**config.mk**
```make
export PLATFORM = sky130hd
export DESIGN_NAME = utc_gps_time_conversion_flat
export DESIGN_NICKNAME = d
export VERILOG_FILES = /design/src/ugtc_pkg.sv /design/src/ugtc_req_if.sv /design/src/ugtc_res_if.sv /design/src/ugtc_pipe_ctl.sv /design/src/ugtc_cal2gps.sv /design/src/ugtc_gps2cal.sv /design/src/utc_gps_time_conversion.sv /design/src/flat_wrapper.sv
export SDC_FILE = /design/constraint.sdc
export NUM_CORES = 2
export LEC_CHECK = 0
export BUFFER_PORTS_ARGS = -buffer_cell sky130_fd_sc_hd__buf_2
export CELL_PAD_IN_SITES_DETAIL_PLACEMENT = 1
export CELL_PAD_IN_SITES_GLOBAL_PLACEMENT = 1
export CORE_MARGIN = 4
export CORE_UTILIZATION = 51
export DETAILED_ROUTE_END_ITERATION = 10
export PLACE_DENSITY_LB_ADDON = 0.1
export SETUP_SLACK_MARGIN = 0.2
export SYNTH_ARGS = -nofsm -noshare
export SYNTH_HDL_FRONTEND = slang
export SYNTH_SLANG_ARGS = --single-unit
```
**constraint.sdc**
```tcl
create_clock -name i_clk -period 10.8 [get_ports i_clk]
set_clock_uncertainty 0.2 [all_clocks]
set_input_delay 1.08 -clock i_clk [delete_from_list [all_inputs] [get_ports i_clk]]
set_output_delay 1.08 -clock i_clk [all_outputs]
set_load 0.02 [all_outputs]
```
**src/ugtc_pkg.sv**
```systemverilog
// Shared types, constants and lookup functions for the calendar/GPS time converter.
package ugtc_pkg;

    localparam int NSTAGE = 6;

    localparam logic [26:0] MS_PER_DAY  = 27'd86400000;
    localparam logic [26:0] MS_PER_HOUR = 27'd3600000;
    localparam logic [21:0] MS_PER_MIN  = 22'd60000;

    localparam logic signed [21:0] DAY_OFFSET = 22'sd723263;
    localparam logic [16:0] MJD_EPOCH = 17'd44244;
    localparam logic [21:0] B_OFFSET  = 22'd2401538;
    localparam logic [20:0] R_OFFSET  = 21'd878657;
    localparam logic [12:0] C_BASE    = 13'd6695;
    localparam logic [12:0] YEAR_BASE = 13'd4715;

    localparam logic [20:0] K_DIV7     = 21'd1198373;
    localparam logic [21:0] K_DIV_C    = 22'd2351796;
    localparam logic [20:0] K_DIV_HOUR = 21'd1221680;
    localparam logic [17:0] K_DIV_MIN  = 18'd143166;

    typedef enum logic {
        REQ_CAL_TO_GPS = 1'b0,
        REQ_GPS_TO_CAL = 1'b1
    } t_req_type;

    typedef struct packed {
        logic        req_type;
        logic [11:0] cal_year;
        logic [3:0]  cal_month;
        logic [4:0]  cal_day;
        logic [4:0]  cal_hour;
        logic [5:0]  cal_minute;
        logic [15:0] cal_millis;
        logic [12:0] gps_week_in;
        logic [29:0] week_millis_in;
    } t_req;

    typedef struct packed {
        logic [12:0] gps_week_out;
        logic [29:0] week_millis_out;
        logic [11:0] year_out;
        logic [3:0]  month_out;
        logic [4:0]  day_out;
        logic [4:0]  hour_out;
        logic [5:0]  minute_out;
        logic [15:0] millis_out;
        logic        before_epoch;
    } t_res;

    typedef struct packed {
        logic [NSTAGE-1:0] en;
        logic [NSTAGE-1:0] v;
        logic [NSTAGE-1:0] dir;
    } t_pipe_ctl;

    // Whole days of 30.6001 * n, truncated.
    function automatic logic [8:0] day_off(input logic [4:0] n);
        logic [8:0] r;
        unique case (n)
            5'd0:    r = 9'd0;
            5'd1:    r = 9'd30;
            5'd2:    r = 9'd61;
            5'd3:    r = 9'd91;
            5'd4:    r = 9'd122;
            5'd5:    r = 9'd153;
            5'd6:    r = 9'd183;
            5'd7:    r = 9'd214;
            5'd8:    r = 9'd244;
            5'd9:    r = 9'd275;
            5'd10:   r = 9'd306;
            5'd11:   r = 9'd336;
            5'd12:   r = 9'd367;
            5'd13:   r = 9'd397;
            5'd14:   r = 9'd428;
            5'd15:   r = 9'd459;
            5'd16:   r = 9'd489;
            default: r = 9'd0;
        endcase
        return r;
    endfunction

    function automatic logic [29:0] ms_of_days(input logic [3:0] n);
        return 30'(n) * 30'(MS_PER_DAY);
    endfunction

endpackage

```
**src/ugtc_req_if.sv**
```systemverilog
// Request channel: valid/ready handshake carrying one conversion request.
interface ugtc_req_if;
    logic          valid;
    logic          ready;
    ugtc_pkg::t_req data;

    modport source (output valid, output data, input ready);
    modport sink   (input valid, input data, output ready);
endinterface

```
**src/ugtc_res_if.sv**
```systemverilog
// Result channel: valid/ready handshake carrying one conversion result.
interface ugtc_res_if;
    logic          valid;
    logic          ready;
    ugtc_pkg::t_res data;

    modport source (output valid, output data, input ready);
    modport sink   (input valid, input data, output ready);
endinterface

```
**src/ugtc_pipe_ctl.sv**
```systemverilog
// Stage valid flags, per-stage load enables and direction tags of the pipeline.
module ugtc_pipe_ctl (
    input  logic                  i_clk,
    input  logic                  i_rst_n,
    input  logic                  i_in_valid,
    input  logic                  i_in_dir,
    input  logic                  i_out_ready,
    output logic                  o_in_ready,
    output logic                  o_out_valid,
    output ugtc_pkg::t_pipe_ctl   o_ctl
);
    import ugtc_pkg::*;

    logic [NSTAGE-1:0] r_v;
    logic [NSTAGE-1:0] r_dir;
    logic [NSTAGE-1:0] w_en;

    // A stage loads when empty or when the stage after it moves.
    always_comb begin
        w_en[NSTAGE-1] = !r_v[NSTAGE-1] || i_out_ready;
        for (int k = NSTAGE - 2; k >= 0; k--) begin
            w_en[k] = !r_v[k] || w_en[k+1];
        end
    end

    always_ff @(posedge i_clk) begin
        if (!i_rst_n) begin
            r_v <= '0;
        end else begin
            if (w_en[0]) begin
                r_v[0] <= i_in_valid;
            end
            for (int k = 1; k < NSTAGE; k++) begin
                if (w_en[k]) begin
                    r_v[k] <= r_v[k-1];
                end
            end
        end
    end

    always_ff @(posedge i_clk) begin
        if (w_en[0]) begin
            r_dir[0] <= i_in_dir;
        end
        for (int k = 1; k < NSTAGE; k++) begin
            if (w_en[k]) begin
                r_dir[k] <= r_dir[k-1];
            end
        end
    end

    assign o_in_ready  = w_en[0];
    assign o_out_valid = r_v[NSTAGE-1];
    assign o_ctl.en    = w_en;
    assign o_ctl.v     = r_v;
    assign o_ctl.dir   = r_dir;

    a_stall_full: assert property (@(posedge i_clk) disable iff (!i_rst_n)
        !o_in_ready |-> (&r_v) && !i_out_ready)
        else $error("input stalled with a free stage or a ready sink");

    a_beat_lands: assert property (@(posedge i_clk) disable iff (!i_rst_n)
        i_in_valid && o_in_ready |=> r_v[0] && (r_dir[0] == $past(i_in_dir)))
        else $error("accepted beat not held in first stage");

endmodule

```
**src/ugtc_cal2gps.sv**
```systemverilog
// Calendar date and time of day to GPS week and milliseconds of week.
module ugtc_cal2gps (
    input  logic                i_clk,
    input  logic                i_rst_n,
    input  ugtc_pkg::t_pipe_ctl i_ctl,
    input  ugtc_pkg::t_req      i_req,
    output logic [12:0]         o_week,
    output logic [29:0]         o_week_millis,
    output logic                o_before_epoch
);
    import ugtc_pkg::*;

    logic               w_low;
    logic signed [12:0] w_ya;
    logic [4:0]         w_m1;
    logic signed [23:0] w_yp;
    logic signed [23:0] w_yq;

    logic signed [21:0] r1_yterm;
    logic [8:0]         r1_mterm;
    logic [4:0]         r1_day;
    logic [26:0]        r1_hp;
    logic [21:0]        r1_mp;
    logic [15:0]        r1_ms;

    logic signed [21:0] r2_days;
    logic [26:0]        r2_tod;

    logic               w_over;
    logic signed [21:0] w_days;
    logic [19:0]        r3_days;
    logic [26:0]        r3_tod;
    logic               r3_neg;

    logic [40:0]        w_qp;
    logic [19:0]        r4_days;
    logic [17:0]        r4_week;
    logic [26:0]        r4_tod;
    logic               r4_neg;

    logic [20:0]        w_rem_full;
    logic [2:0]         w_rem;

    // Treat January and February as months 13 and 14 of the previous year.
    assign w_low = (i_req.cal_month <= 4'd2);
    assign w_ya  = $signed({1'b0, i_req.cal_year}) - (w_low ? 13'sd1 : 13'sd0);
    assign w_m1  = 5'(i_req.cal_month) + (w_low ? 5'd13 : 5'd1);
    assign w_yp  = 24'(w_ya) * 24'sd1461;
    assign w_yq  = w_yp[23] ? ((w_yp + 24'sd3) >>> 2) : (w_yp >>> 2);

    always_ff @(posedge i_clk) begin
        if (i_ctl.en[1]) begin
            r1_yterm <= 22'(w_yq);
            r1_mterm <= day_off(w_m1);
            r1_day   <= i_req.cal_day;
            r1_hp    <= 27'(i_req.cal_hour) * MS_PER_HOUR;
            r1_mp    <= 22'(i_req.cal_minute) * MS_PER_MIN;
            r1_ms    <= i_req.cal_millis;
        end
    end

    always_ff @(posedge i_clk) begin
        if (i_ctl.en[2]) begin
            r2_days <= r1_yterm + $signed(22'(r1_mterm)) + $signed(22'(r1_day)) - DAY_OFFSET;
            r2_tod  <= r1_hp + 27'(r1_mp) + 27'(r1_ms);
        end
    end

    // Carry a time of day past midnight into the day count.
    assign w_over = (r2_tod >= MS_PER_DAY);
    assign w_days = r2_days + (w_over ? 22'sd1 : 22'sd0);

    always_ff @(posedge i_clk) begin
        if (i_ctl.en[3]) begin
            r3_days <= w_days[19:0];
            r3_tod  <= w_over ? (r2_tod - MS_PER_DAY) : r2_tod;
            r3_neg  <= w_days[21];
        end
    end

    assign w_qp = 41'(r3_days) * 41'(K_DIV7);

    always_ff @(posedge i_clk) begin
        if (i_ctl.en[4]) begin
            r4_days <= r3_days;
            r4_week <= w_qp[40:23];
            r4_tod  <= r3_tod;
            r4_neg  <= r3_neg;
        end
    end

    assign w_rem_full     = 21'(r4_days) - 21'(r4_week) * 21'd7;
    assign w_rem          = w_rem_full[2:0];
    assign o_week         = r4_week[12:0];
    assign o_week_millis  = ms_of_days(4'(w_rem)) + 30'(r4_tod);
    assign o_before_epoch = r4_neg;

    a_tod_folded: assert property (@(posedge i_clk) disable iff (!i_rst_n)
        i_ctl.v[3] |-> r3_tod < MS_PER_DAY)
        else $error("time of day not reduced below one day");

    a_week_rem: assert property (@(posedge i_clk) disable iff (!i_rst_n)
        i_ctl.v[4] && !r4_neg |-> w_rem_full < 21'd7)
        else $error("day of week out of range after week split");

endmodule

```
**src/ugtc_gps2cal.sv**
```systemverilog
// GPS week and milliseconds of week to calendar date and time of day.
module ugtc_gps2cal (
    input  logic                i_clk,
    input  logic                i_rst_n,
    input  ugtc_pkg::t_pipe_ctl i_ctl,
    input  ugtc_pkg::t_req      i_req,
    output logic [11:0]         o_year,
    output logic [3:0]          o_month,
    output logic [4:0]          o_day,
    output logic [4:0]          o_hour,
    output logic [5:0]          o_minute,
    output logic [15:0]         o_millis
);
    import ugtc_pkg::*;

    logic [3:0]  w_q;
    logic [16:0] r1_wmjd;
    logic [3:0]  r1_q;
    logic [26:0] r1_msday;

    logic [17:0] w_s;
    logic [40:0] w_hp;
    logic [21:0] r2_b;
    logic [20:0] r2_r;
    logic [26:0] r2_msday;
    logic [4:0]  r2_hour;

    logic [42:0] w_cp;
    logic [12:0] r3_c;
    logic [21:0] r3_b;
    logic [21:0] r3_remh;
    logic [4:0]  r3_hour;

    logic [23:0] w_dd;
    logic [34:0] w_mp;
    logic [8:0]  r4_t;
    logic [12:0] r4_c;
    logic [21:0] r4_remh;
    logic [4:0]  r4_hour;
    logic [5:0]  r4_min;

    logic [4:0]  w_e;
    logic [3:0]  w_month;
    logic [12:0] w_yadj;

    // Whole days held in the millisecond count.
    always_comb begin
        w_q = 4'd0;
        for (int k = 1; k <= 12; k++) begin
            if (i_req.week_millis_in >= ms_of_days(4'(k))) begin
                w_q = 4'(k);
            end
        end
    end

    always_ff @(posedge i_clk) begin
        if (i_ctl.en[1]) begin
            r1_wmjd  <= 17'(i_req.gps_week_in) * 17'd7 + MJD_EPOCH;
            r1_q     <= w_q;
            r1_msday <= 27'(i_req.week_millis_in - ms_of_days(w_q));
        end
    end

    assign w_s  = 18'(r1_wmjd) + 18'(r1_q);
    assign w_hp = 41'(r1_msday[26:7]) * 41'(K_DIV_HOUR);

    always_ff @(posedge i_clk) begin
        if (i_ctl.en[2]) begin
            r2_b     <= 22'(w_s) + B_OFFSET;
            r2_r     <= 21'(22'(w_s) * 22'd20 - 22'(R_OFFSET));
            r2_msday <= r1_msday;
            r2_hour  <= 5'(w_hp >> 35);
        end
    end

    assign w_cp = 43'(r2_r) * 43'(K_DIV_C);

    always_ff @(posedge i_clk) begin
        if (i_ctl.en[3]) begin
            r3_c    <= C_BASE + 13'(w_cp >> 34);
            r3_b    <= r2_b;
            r3_remh <= 22'(r2_msday - 27'(r2_hour) * MS_PER_HOUR);
            r3_hour <= r2_hour;
        end
    end

    assign w_dd = 24'(r3_c) * 24'd1461;
    assign w_mp = 35'(r3_remh[21:5]) * 35'(K_DIV_MIN);

    always_ff @(posedge i_clk) begin
        if (i_ctl.en[4]) begin
            r4_t    <= 9'(r3_b - 22'(w_dd >> 2));
            r4_c    <= r3_c;
            r4_remh <= r3_remh;
            r4_hour <= r3_hour;
            r4_min  <= 6'(w_mp >> 28);
        end
    end

    // Month index: count of month starts lying below the day of the year.
    always_comb begin
        w_e = 5'd0;
        for (int k = 1; k <= 16; k++) begin
            if (r4_t > day_off(5'(k))) begin
                w_e = 5'(k);
            end
        end
    end

    assign w_month = (w_e >= 5'd14) ? 4'(w_e - 5'd13) : 4'(w_e - 5'd1);

    always_comb begin
        priority if (w_month >= 4'd13) begin
            w_yadj = 13'd2;
        end else if (w_month >= 4'd3) begin
            w_yadj = 13'd1;
        end else begin
            w_yadj = 13'd0;
        end
    end

    assign o_year   = 12'(r4_c - YEAR_BASE - w_yadj);
    assign o_month  = w_month;
    assign o_day    = 5'(r4_t - day_off(w_e));
    assign o_hour   = r4_hour;
    assign o_minute = r4_min;
    assign o_millis = 16'(r4_remh - 22'(r4_min) * MS_PER_MIN);

    a_doy_range: assert property (@(posedge i_clk) disable iff (!i_rst_n)
        i_ctl.v[4] |-> (r4_t >= 9'd123) && (r4_t <= 9'd488))
        else $error("day count within year out of range");

    a_hms_range: assert property (@(posedge i_clk) disable iff (!i_rst_n)
        i_ctl.v[4] |-> (r4_hour < 5'd24) && (r4_min < 6'd60))
        else $error("hour or minute out of range");

endmodule

```
**src/utc_gps_time_conversion.sv**
```systemverilog
// Top level: calendar time and GPS week/milliseconds converter, both directions.
// Pipeline: six register stages, from the request register to the result register.
// Throughput: one request per cycle unless a full pipeline waits on a stalled result.
// Stalls hold only the stages behind a waiting result; empty stages keep filling.
// Reset: synchronous, active low; clears all stage valid flags, data registers are not reset.
module utc_gps_time_conversion (
    input  logic        i_clk,
    input  logic        i_rst_n,
    ugtc_req_if.sink    i_req,
    ugtc_res_if.source  o_res
);
    import ugtc_pkg::*;

    t_pipe_ctl   ctl;
    t_req        r_req;
    t_res        r_res;
    t_res        n_res;
    logic        w_in_ready;
    logic        w_out_valid;

    logic [12:0] w_week;
    logic [29:0] w_week_millis;
    logic        w_before_epoch;
    logic [11:0] w_year;
    logic [3:0]  w_month;
    logic [4:0]  w_day;
    logic [4:0]  w_hour;
    logic [5:0]  w_minute;
    logic [15:0] w_millis;

    ugtc_pipe_ctl u_ctl (
        .i_clk       (i_clk),
        .i_rst_n     (i_rst_n),
        .i_in_valid  (i_req.valid),
        .i_in_dir    (i_req.data.req_type),
        .i_out_ready (o_res.ready),
        .o_in_ready  (w_in_ready),
        .o_out_valid (w_out_valid),
        .o_ctl       (ctl)
    );

    always_ff @(posedge i_clk) begin
        if (ctl.en[0]) begin
            r_req <= i_req.data;
        end
    end

    ugtc_cal2gps u_cal2gps (
        .i_clk          (i_clk),
        .i_rst_n        (i_rst_n),
        .i_ctl          (ctl),
        .i_req          (r_req),
        .o_week         (w_week),
        .o_week_millis  (w_week_millis),
        .o_before_epoch (w_before_epoch)
    );

    ugtc_gps2cal u_gps2cal (
        .i_clk    (i_clk),
        .i_rst_n  (i_rst_n),
        .i_ctl    (ctl),
        .i_req    (r_req),
        .o_year   (w_year),
        .o_month  (w_month),
        .o_day    (w_day),
        .o_hour   (w_hour),
        .o_minute (w_minute),
        .o_millis (w_millis)
    );

    always_comb begin
        n_res = '0;
        priority if (t_req_type'(ctl.dir[NSTAGE-2]) == REQ_GPS_TO_CAL) begin
            n_res.year_out   = w_year;
            n_res.month_out  = w_month;
            n_res.day_out    = w_day;
            n_res.hour_out   = w_hour;
            n_res.minute_out = w_minute;
            n_res.millis_out = w_millis;
        end else if (w_before_epoch) begin
            n_res.before_epoch = 1'b1;
        end else begin
            n_res.gps_week_out    = w_week;
            n_res.week_millis_out = w_week_millis;
        end
    end

    always_ff @(posedge i_clk) begin
        if (ctl.en[NSTAGE-1]) begin
            r_res <= n_res;
        end
    end

    assign i_req.ready = w_in_ready;
    assign o_res.valid = w_out_valid;
    assign o_res.data  = r_res;

endmodule
```
**src/flat_wrapper.sv**
```systemverilog
// flat-port wrapper written by rule: the top's interface ports become plain ports
module utc_gps_time_conversion_flat import ugtc_pkg::*;
  (i_clk, i_rst_n, i_req_valid, i_req_data, i_req_ready, o_res_valid, o_res_data, o_res_ready);
  ugtc_req_if i_req_i ();
  ugtc_res_if o_res_i ();
  input  logic i_clk;
  input  logic i_rst_n;
  input wire logic [$bits(i_req_i.valid)-1:0] i_req_valid;
  input wire logic [$bits(i_req_i.data)-1:0] i_req_data;
  output wire logic [$bits(i_req_i.ready)-1:0] i_req_ready;
  output wire logic [$bits(o_res_i.valid)-1:0] o_res_valid;
  output wire logic [$bits(o_res_i.data)-1:0] o_res_data;
  input wire logic [$bits(o_res_i.ready)-1:0] o_res_ready;
  assign i_req_i.valid = i_req_valid;
  assign i_req_i.data = i_req_data;
  assign i_req_ready = i_req_i.ready;
  assign o_res_valid = o_res_i.valid;
  assign o_res_data = o_res_i.data;
  assign o_res_i.ready = o_res_ready;
  utc_gps_time_conversion u_core (.i_clk(i_clk), .i_rst_n(i_rst_n), .i_req(i_req_i), .o_res(o_res_i));
endmodule
```
==> impl_metrics.xml <==
<?xml version="1.0" encoding="UTF-8"?>
<metrics>
  <group name="logic_synthesis">
    <metric name="synthesis.instances" unit="">5230</metric>
    <metric name="mappedNetlistNets" unit="">6983</metric>
    <metric name="yosysTopAreaCell" unit="">sky130_fd_sc_hd__edfxtp_1</metric>
    <metric name="synth-main-ff-cell" unit="">sky130_fd_sc_hd__edfxtp_1</metric>
    <metric name="netlist.area_leader.share" unit="%">31.0</metric>
    <metric name="synth_seq_area_share" unit="%">31.2</metric>
    <metric name="syn_area" unit="sq mm">0.0595</metric>
    <metric name="ys_seq_elements" unit="">621</metric>
    <metric name="postSynthAreaPerCell" unit="sq um">11.4</metric>
    <metric name="count_leader_synth" unit="">sky130_fd_sc_hd__ha_1</metric>
    <metric name="yosysWarningCount" unit="">0</metric>
    <metric name="asyncSetResetFlopFracSynth" unit="%">0</metric>
    <metric name="synth_enable_flop_cells" unit="">615</metric>
    <metric name="ys_types" unit="">98</metric>
    <metric name="synth_common_cells" unit="">sky130_fd_sc_hd__ha_1 (1109), sky130_fd_sc_hd__inv_1 (1054), sky130_fd_sc_hd__edfxtp_1 (615)</metric>
    <metric name="post_synth_main_area_contributors" unit="">sky130_fd_sc_hd__edfxtp_1 (31%), sky130_fd_sc_hd__ha_1 (23%), sky130_fd_sc_hd__fa_1 (18%), sky130_fd_sc_hd__inv_1 (6.6%), sky130_fd_sc_hd__xnor2_1 (4.0%)</metric>
  </group>
  <group name="cts">
    <metric name="numCtsBuffers" unit="">74</metric>
    <metric name="cts.repair.resized" unit="">0</metric>
    <metric name="clock_insertion_delay_worst_skew" unit="ps">660</metric>
    <metric name="htree_num_levels" unit="">3</metric>
    <metric name="worst_setup_hold_path_clk_slew" unit="ps">60</metric>
    <metric name="cts_hold_buffers" unit="">0</metric>
    <metric name="clockBufferDepth" unit="">3</metric>
    <metric name="clock-sinks" unit="">621</metric>
    <metric name="post_cts_buffers" unit="">0</metric>
    <metric name="ctsRootBufferMaster" unit="">sky130_fd_sc_hd__clkbuf_16</metric>
    <metric name="clock_tree_from_tritoncts" unit="">done</metric>
  </group>
  <group name="sta">
    <metric name="max_slew.worst_pin.slew" unit="ps">1080</metric>
    <metric name="post-route-min-period" unit="ps">8050</metric>
    <metric name="final-setup-viol-count" unit="">0</metric>
    <metric name="grt_setup_unrepaired" unit="">no</metric>
    <metric name="achievable-frequency" unit="MHz">124</metric>
    <metric name="slew-limit-headroom" unit="%">27.7</metric>
    <metric name="maxSlewViolCount" unit="">0</metric>
    <metric name="timing.final.hold_violations" unit="">0</metric>
    <metric name="post-route-period-util" unit="%">74.5</metric>
    <metric name="worst_path_setup_slack_after_routing" unit="ps">2750</metric>
    <metric name="tns" unit="ps">0</metric>
  </group>
  <group name="floorplan">
    <metric name="num_io_pins" unit="">190</metric>
    <metric name="core.rowCount" unit="">125</metric>
    <metric name="initial_core_util" unit="%">51.3</metric>
    <metric name="fp.dieW" unit="um">350</metric>
    <metric name="fp.dieArea" unit="sq mm">0.122</metric>
    <metric name="core-area" unit="sq mm">0.116</metric>
    <metric name="fp.dieH" unit="um">350</metric>
  </group>
  <group name="critical_path">
    <metric name="path_buf_inv" unit="">4</metric>
    <metric name="crit-reg2reg-launch" unit="">u_core.r_req[75]$_DFFE_PP_</metric>
    <metric name="timing.rr.end" unit="">u_core.u_cal2gps.r1_yterm[20]$_DFFE_PP_</metric>
    <metric name="cpMostUsedCell" unit="">sky130_fd_sc_hd__ha_1</metric>
    <metric name="setup.worst_path.class" unit="">flop to flop</metric>
    <metric name="critical_path.startpoint" unit="">u_core.r_req[75]$_DFFE_PP_</metric>
    <metric name="cpMaxStageDelayCell" unit="">sky130_fd_sc_hd__nor4b_1</metric>
    <metric name="worst_setup_path_end_kind" unit="">flop</metric>
    <metric name="worst_reg_to_reg_path_cell_count" unit="">27</metric>
    <metric name="path_depth" unit="">27</metric>
    <metric name="setup_crit_start_kind" unit="">flop</metric>
    <metric name="crit_required" unit="ps">11000</metric>
    <metric name="cp_slowest_stage_delay" unit="ps">590</metric>
    <metric name="critPathCapture" unit="">u_core.u_cal2gps.r1_yterm[20]$_DFFE_PP_</metric>
    <metric name="critical_path_arrival" unit="ps">8250</metric>
    <metric name="ff2ff_setup_slack" unit="ps">2750</metric>
    <metric name="path_delay_family" unit="">adder cells</metric>
    <metric name="worst-path-max-fanout" unit="">12</metric>
  </group>
  <group name="routing">
    <metric name="drt_pass1_iterations" unit="">5</metric>
    <metric name="detail-route-antenna-nets" unit="">0</metric>
    <metric name="routedWlPerCell" unit="um">18.8</metric>
    <metric name="postRouteWirelength" unit="um">133000</metric>
    <metric name="drt-initial-drc-count" unit="">1358</metric>
    <metric name="vias_per_cell" unit="">5.31</metric>
    <metric name="routed-via-count" unit="">37400</metric>
    <metric name="drc" unit="">0</metric>
  </group>
  <group name="global_routing">
    <metric name="first_pass_grt_wire_length" unit="um">217000</metric>
    <metric name="number_of_antenna_violations_at_the_first_check_in_global_routing" unit="">6</metric>
    <metric name="overall_overflow_remaining_after_global_route" unit="">0</metric>
    <metric name="grt_max_degree" unit="">80</metric>
    <metric name="global_route.usage.total" unit="%">22.3</metric>
    <metric name="vias_in_the_first_global_route" unit="">41900</metric>
  </group>
  <group name="cells_and_area">
    <metric name="finish.utilization" unit="%">55.9</metric>
    <metric name="diodes" unit="">0</metric>
    <metric name="finish.net_count" unit="">7218</metric>
    <metric name="final_layout_size_suffix_gt1_share" unit="%">6.81</metric>
    <metric name="area_growth_syn_to_layout" unit="%">8.95</metric>
  </group>
  <group name="job">
    <metric name="max_cap_viol_count" unit="">0</metric>
  </group>
  <group name="outcome">
    <metric name="status" unit="">completed</metric>
  </group>
  <group name="min_path">
    <metric name="min-delay-path-class" unit="">flop to flop</metric>
  </group>
  <group name="place">
    <metric name="io_buffers" unit="">189</metric>
    <metric name="dpl.hpwl" unit="um">110000</metric>
    <metric name="place_worst_setup_slack" unit="ps">2750</metric>
    <metric name="finalWeightedCongestion" unit="">0.852</metric>
  </group>
</metrics>
[flip-flops by register name (all words and copies together), names as in the netlist, 13 cells and up]
name	cells
u_core.u_cal2gps.r2_days	22
u_core.u_cal2gps.r3_tod	27
u_core.u_gps2cal.r1_msday	27
u_core.u_gps2cal.r2_msday	22
u_core.u_cal2gps.r2_tod	27
u_core.u_gps2cal.r3_remh	22
u_core.u_gps2cal.r1_wmjd	17
u_core.u_gps2cal.r4_remh	16
u_core.u_cal2gps.r4_week	13
u_core.u_cal2gps.r1_ms	16
u_core.u_cal2gps.r1_yterm	22
u_core.u_cal2gps.r3_days	20
u_core.u_gps2cal.r2_r	19
u_core.o_res.data	92
u_core.u_cal2gps.r4_tod	27
u_core.u_cal2gps.r1_hp	20
u_core.r_req	91
u_core.u_cal2gps.r1_mp	17
[worst min path at each step]
stage / startpoint / to / slack (ps) / cells past startpoint
2_1_floorplan: u_core.u_cal2gps.r3_neg$_DFFE_PP_ / u_core.u_cal2gps.o_before_epoch$_DFFE_PP_ / 200 / 0
3_3_place_gp: u_core.r_req[43]$_DFFE_PP_ / u_core.u_cal2gps.r1_ms[0]$_DFFE_PP_ / 200 / 0
3_5_place_dp: u_core.u_cal2gps.r3_tod[6]$_DFFE_PP_ / u_core.u_cal2gps.r4_tod[6]$_DFFE_PP_ / 210 / 0
4_1_cts: u_core.u_cal2gps.r3_tod[6]$_DFFE_PP_ / u_core.u_cal2gps.r4_tod[6]$_DFFE_PP_ / 220 / 0
5_1_grt: u_core.r_req[57]$_DFFE_PP_ / u_core.u_cal2gps.r1_ms[14]$_DFFE_PP_ / 220 / 0
6_report: u_core.u_cal2gps.r3_tod[6]$_DFFE_PP_ / u_core.u_cal2gps.r4_tod[6]$_DFFE_PP_ / 210 / 0
[metal layers]
metal	track usage [%]	vias up	wire length, um
met3	3.20	159	4700
met5	0	-	0
met1	29.1	18600	59400
met2	39.2	469	65400
met4	5.68	0	3240
li1	-	18200	-
[cell families after synthesis]
group                      share of synthesized area [%]
and+or+nand+nor                                     6.62
AOI/OAI and AO/OA                                   7.58
DFF                                                 31.2
adders and majority gates                           41.8
xor gates and xnor gates                            5.68
muxes                                              0.160
buffers and inverters                               6.95
[metrics by stage]
step | hold WS [ps] | std cells | instance area [sq um]
after CTS | 215 | 7045 | 64800
after global placement | 201 | 6913 | 62300
final | 213 | 7045 | 64800
after global routing | 225 | 7045 | 64800
after detailed placement | 205 | 6913 | 62300
after floorplan | 200 | 5230 | 59500
[final cells by class]
type | instances | area [sq um]
sequential | 621 | 18600
inverter | 1055 | 3970
timing repair buffer | 202 | 1040
multi-input combinational | 3511 | 36800
fill | 12300 | 51200
tap | 1524 | 1910
clock buffer | 85 | 1920
clock inverter | 47 | 588
[placed cells by master, fill, tap and decap left out, drive strengths merged, types with 8 or more instances in the layout]
cell type and instances:
inv 1057, o31ai 11, clkinvlp 8, nor3b 9, clkinv 29, or3 14, nor2 195, a21boi 19
edfxtp 615, nand3 73, and3 39, nand2 155, a211oi 26, or2 14, xnor2 275, nor4 21
a21oi 196, o2111ai 9, nand4 24, o211ai 14, xor2 110, nor3 54, a31oi 29, a311oi 8
fa 548, buf 202, clkbuf 85, and4 9, o21bai 47, and2 62, nor2b 54, bufinv 8
ha 1109, o21ai 148, a21o 86, o21a 27, nand2b 23
Power is not shown: default switching activity piles up to over one toggle a cycle in this logic, so the estimate is an artifact.
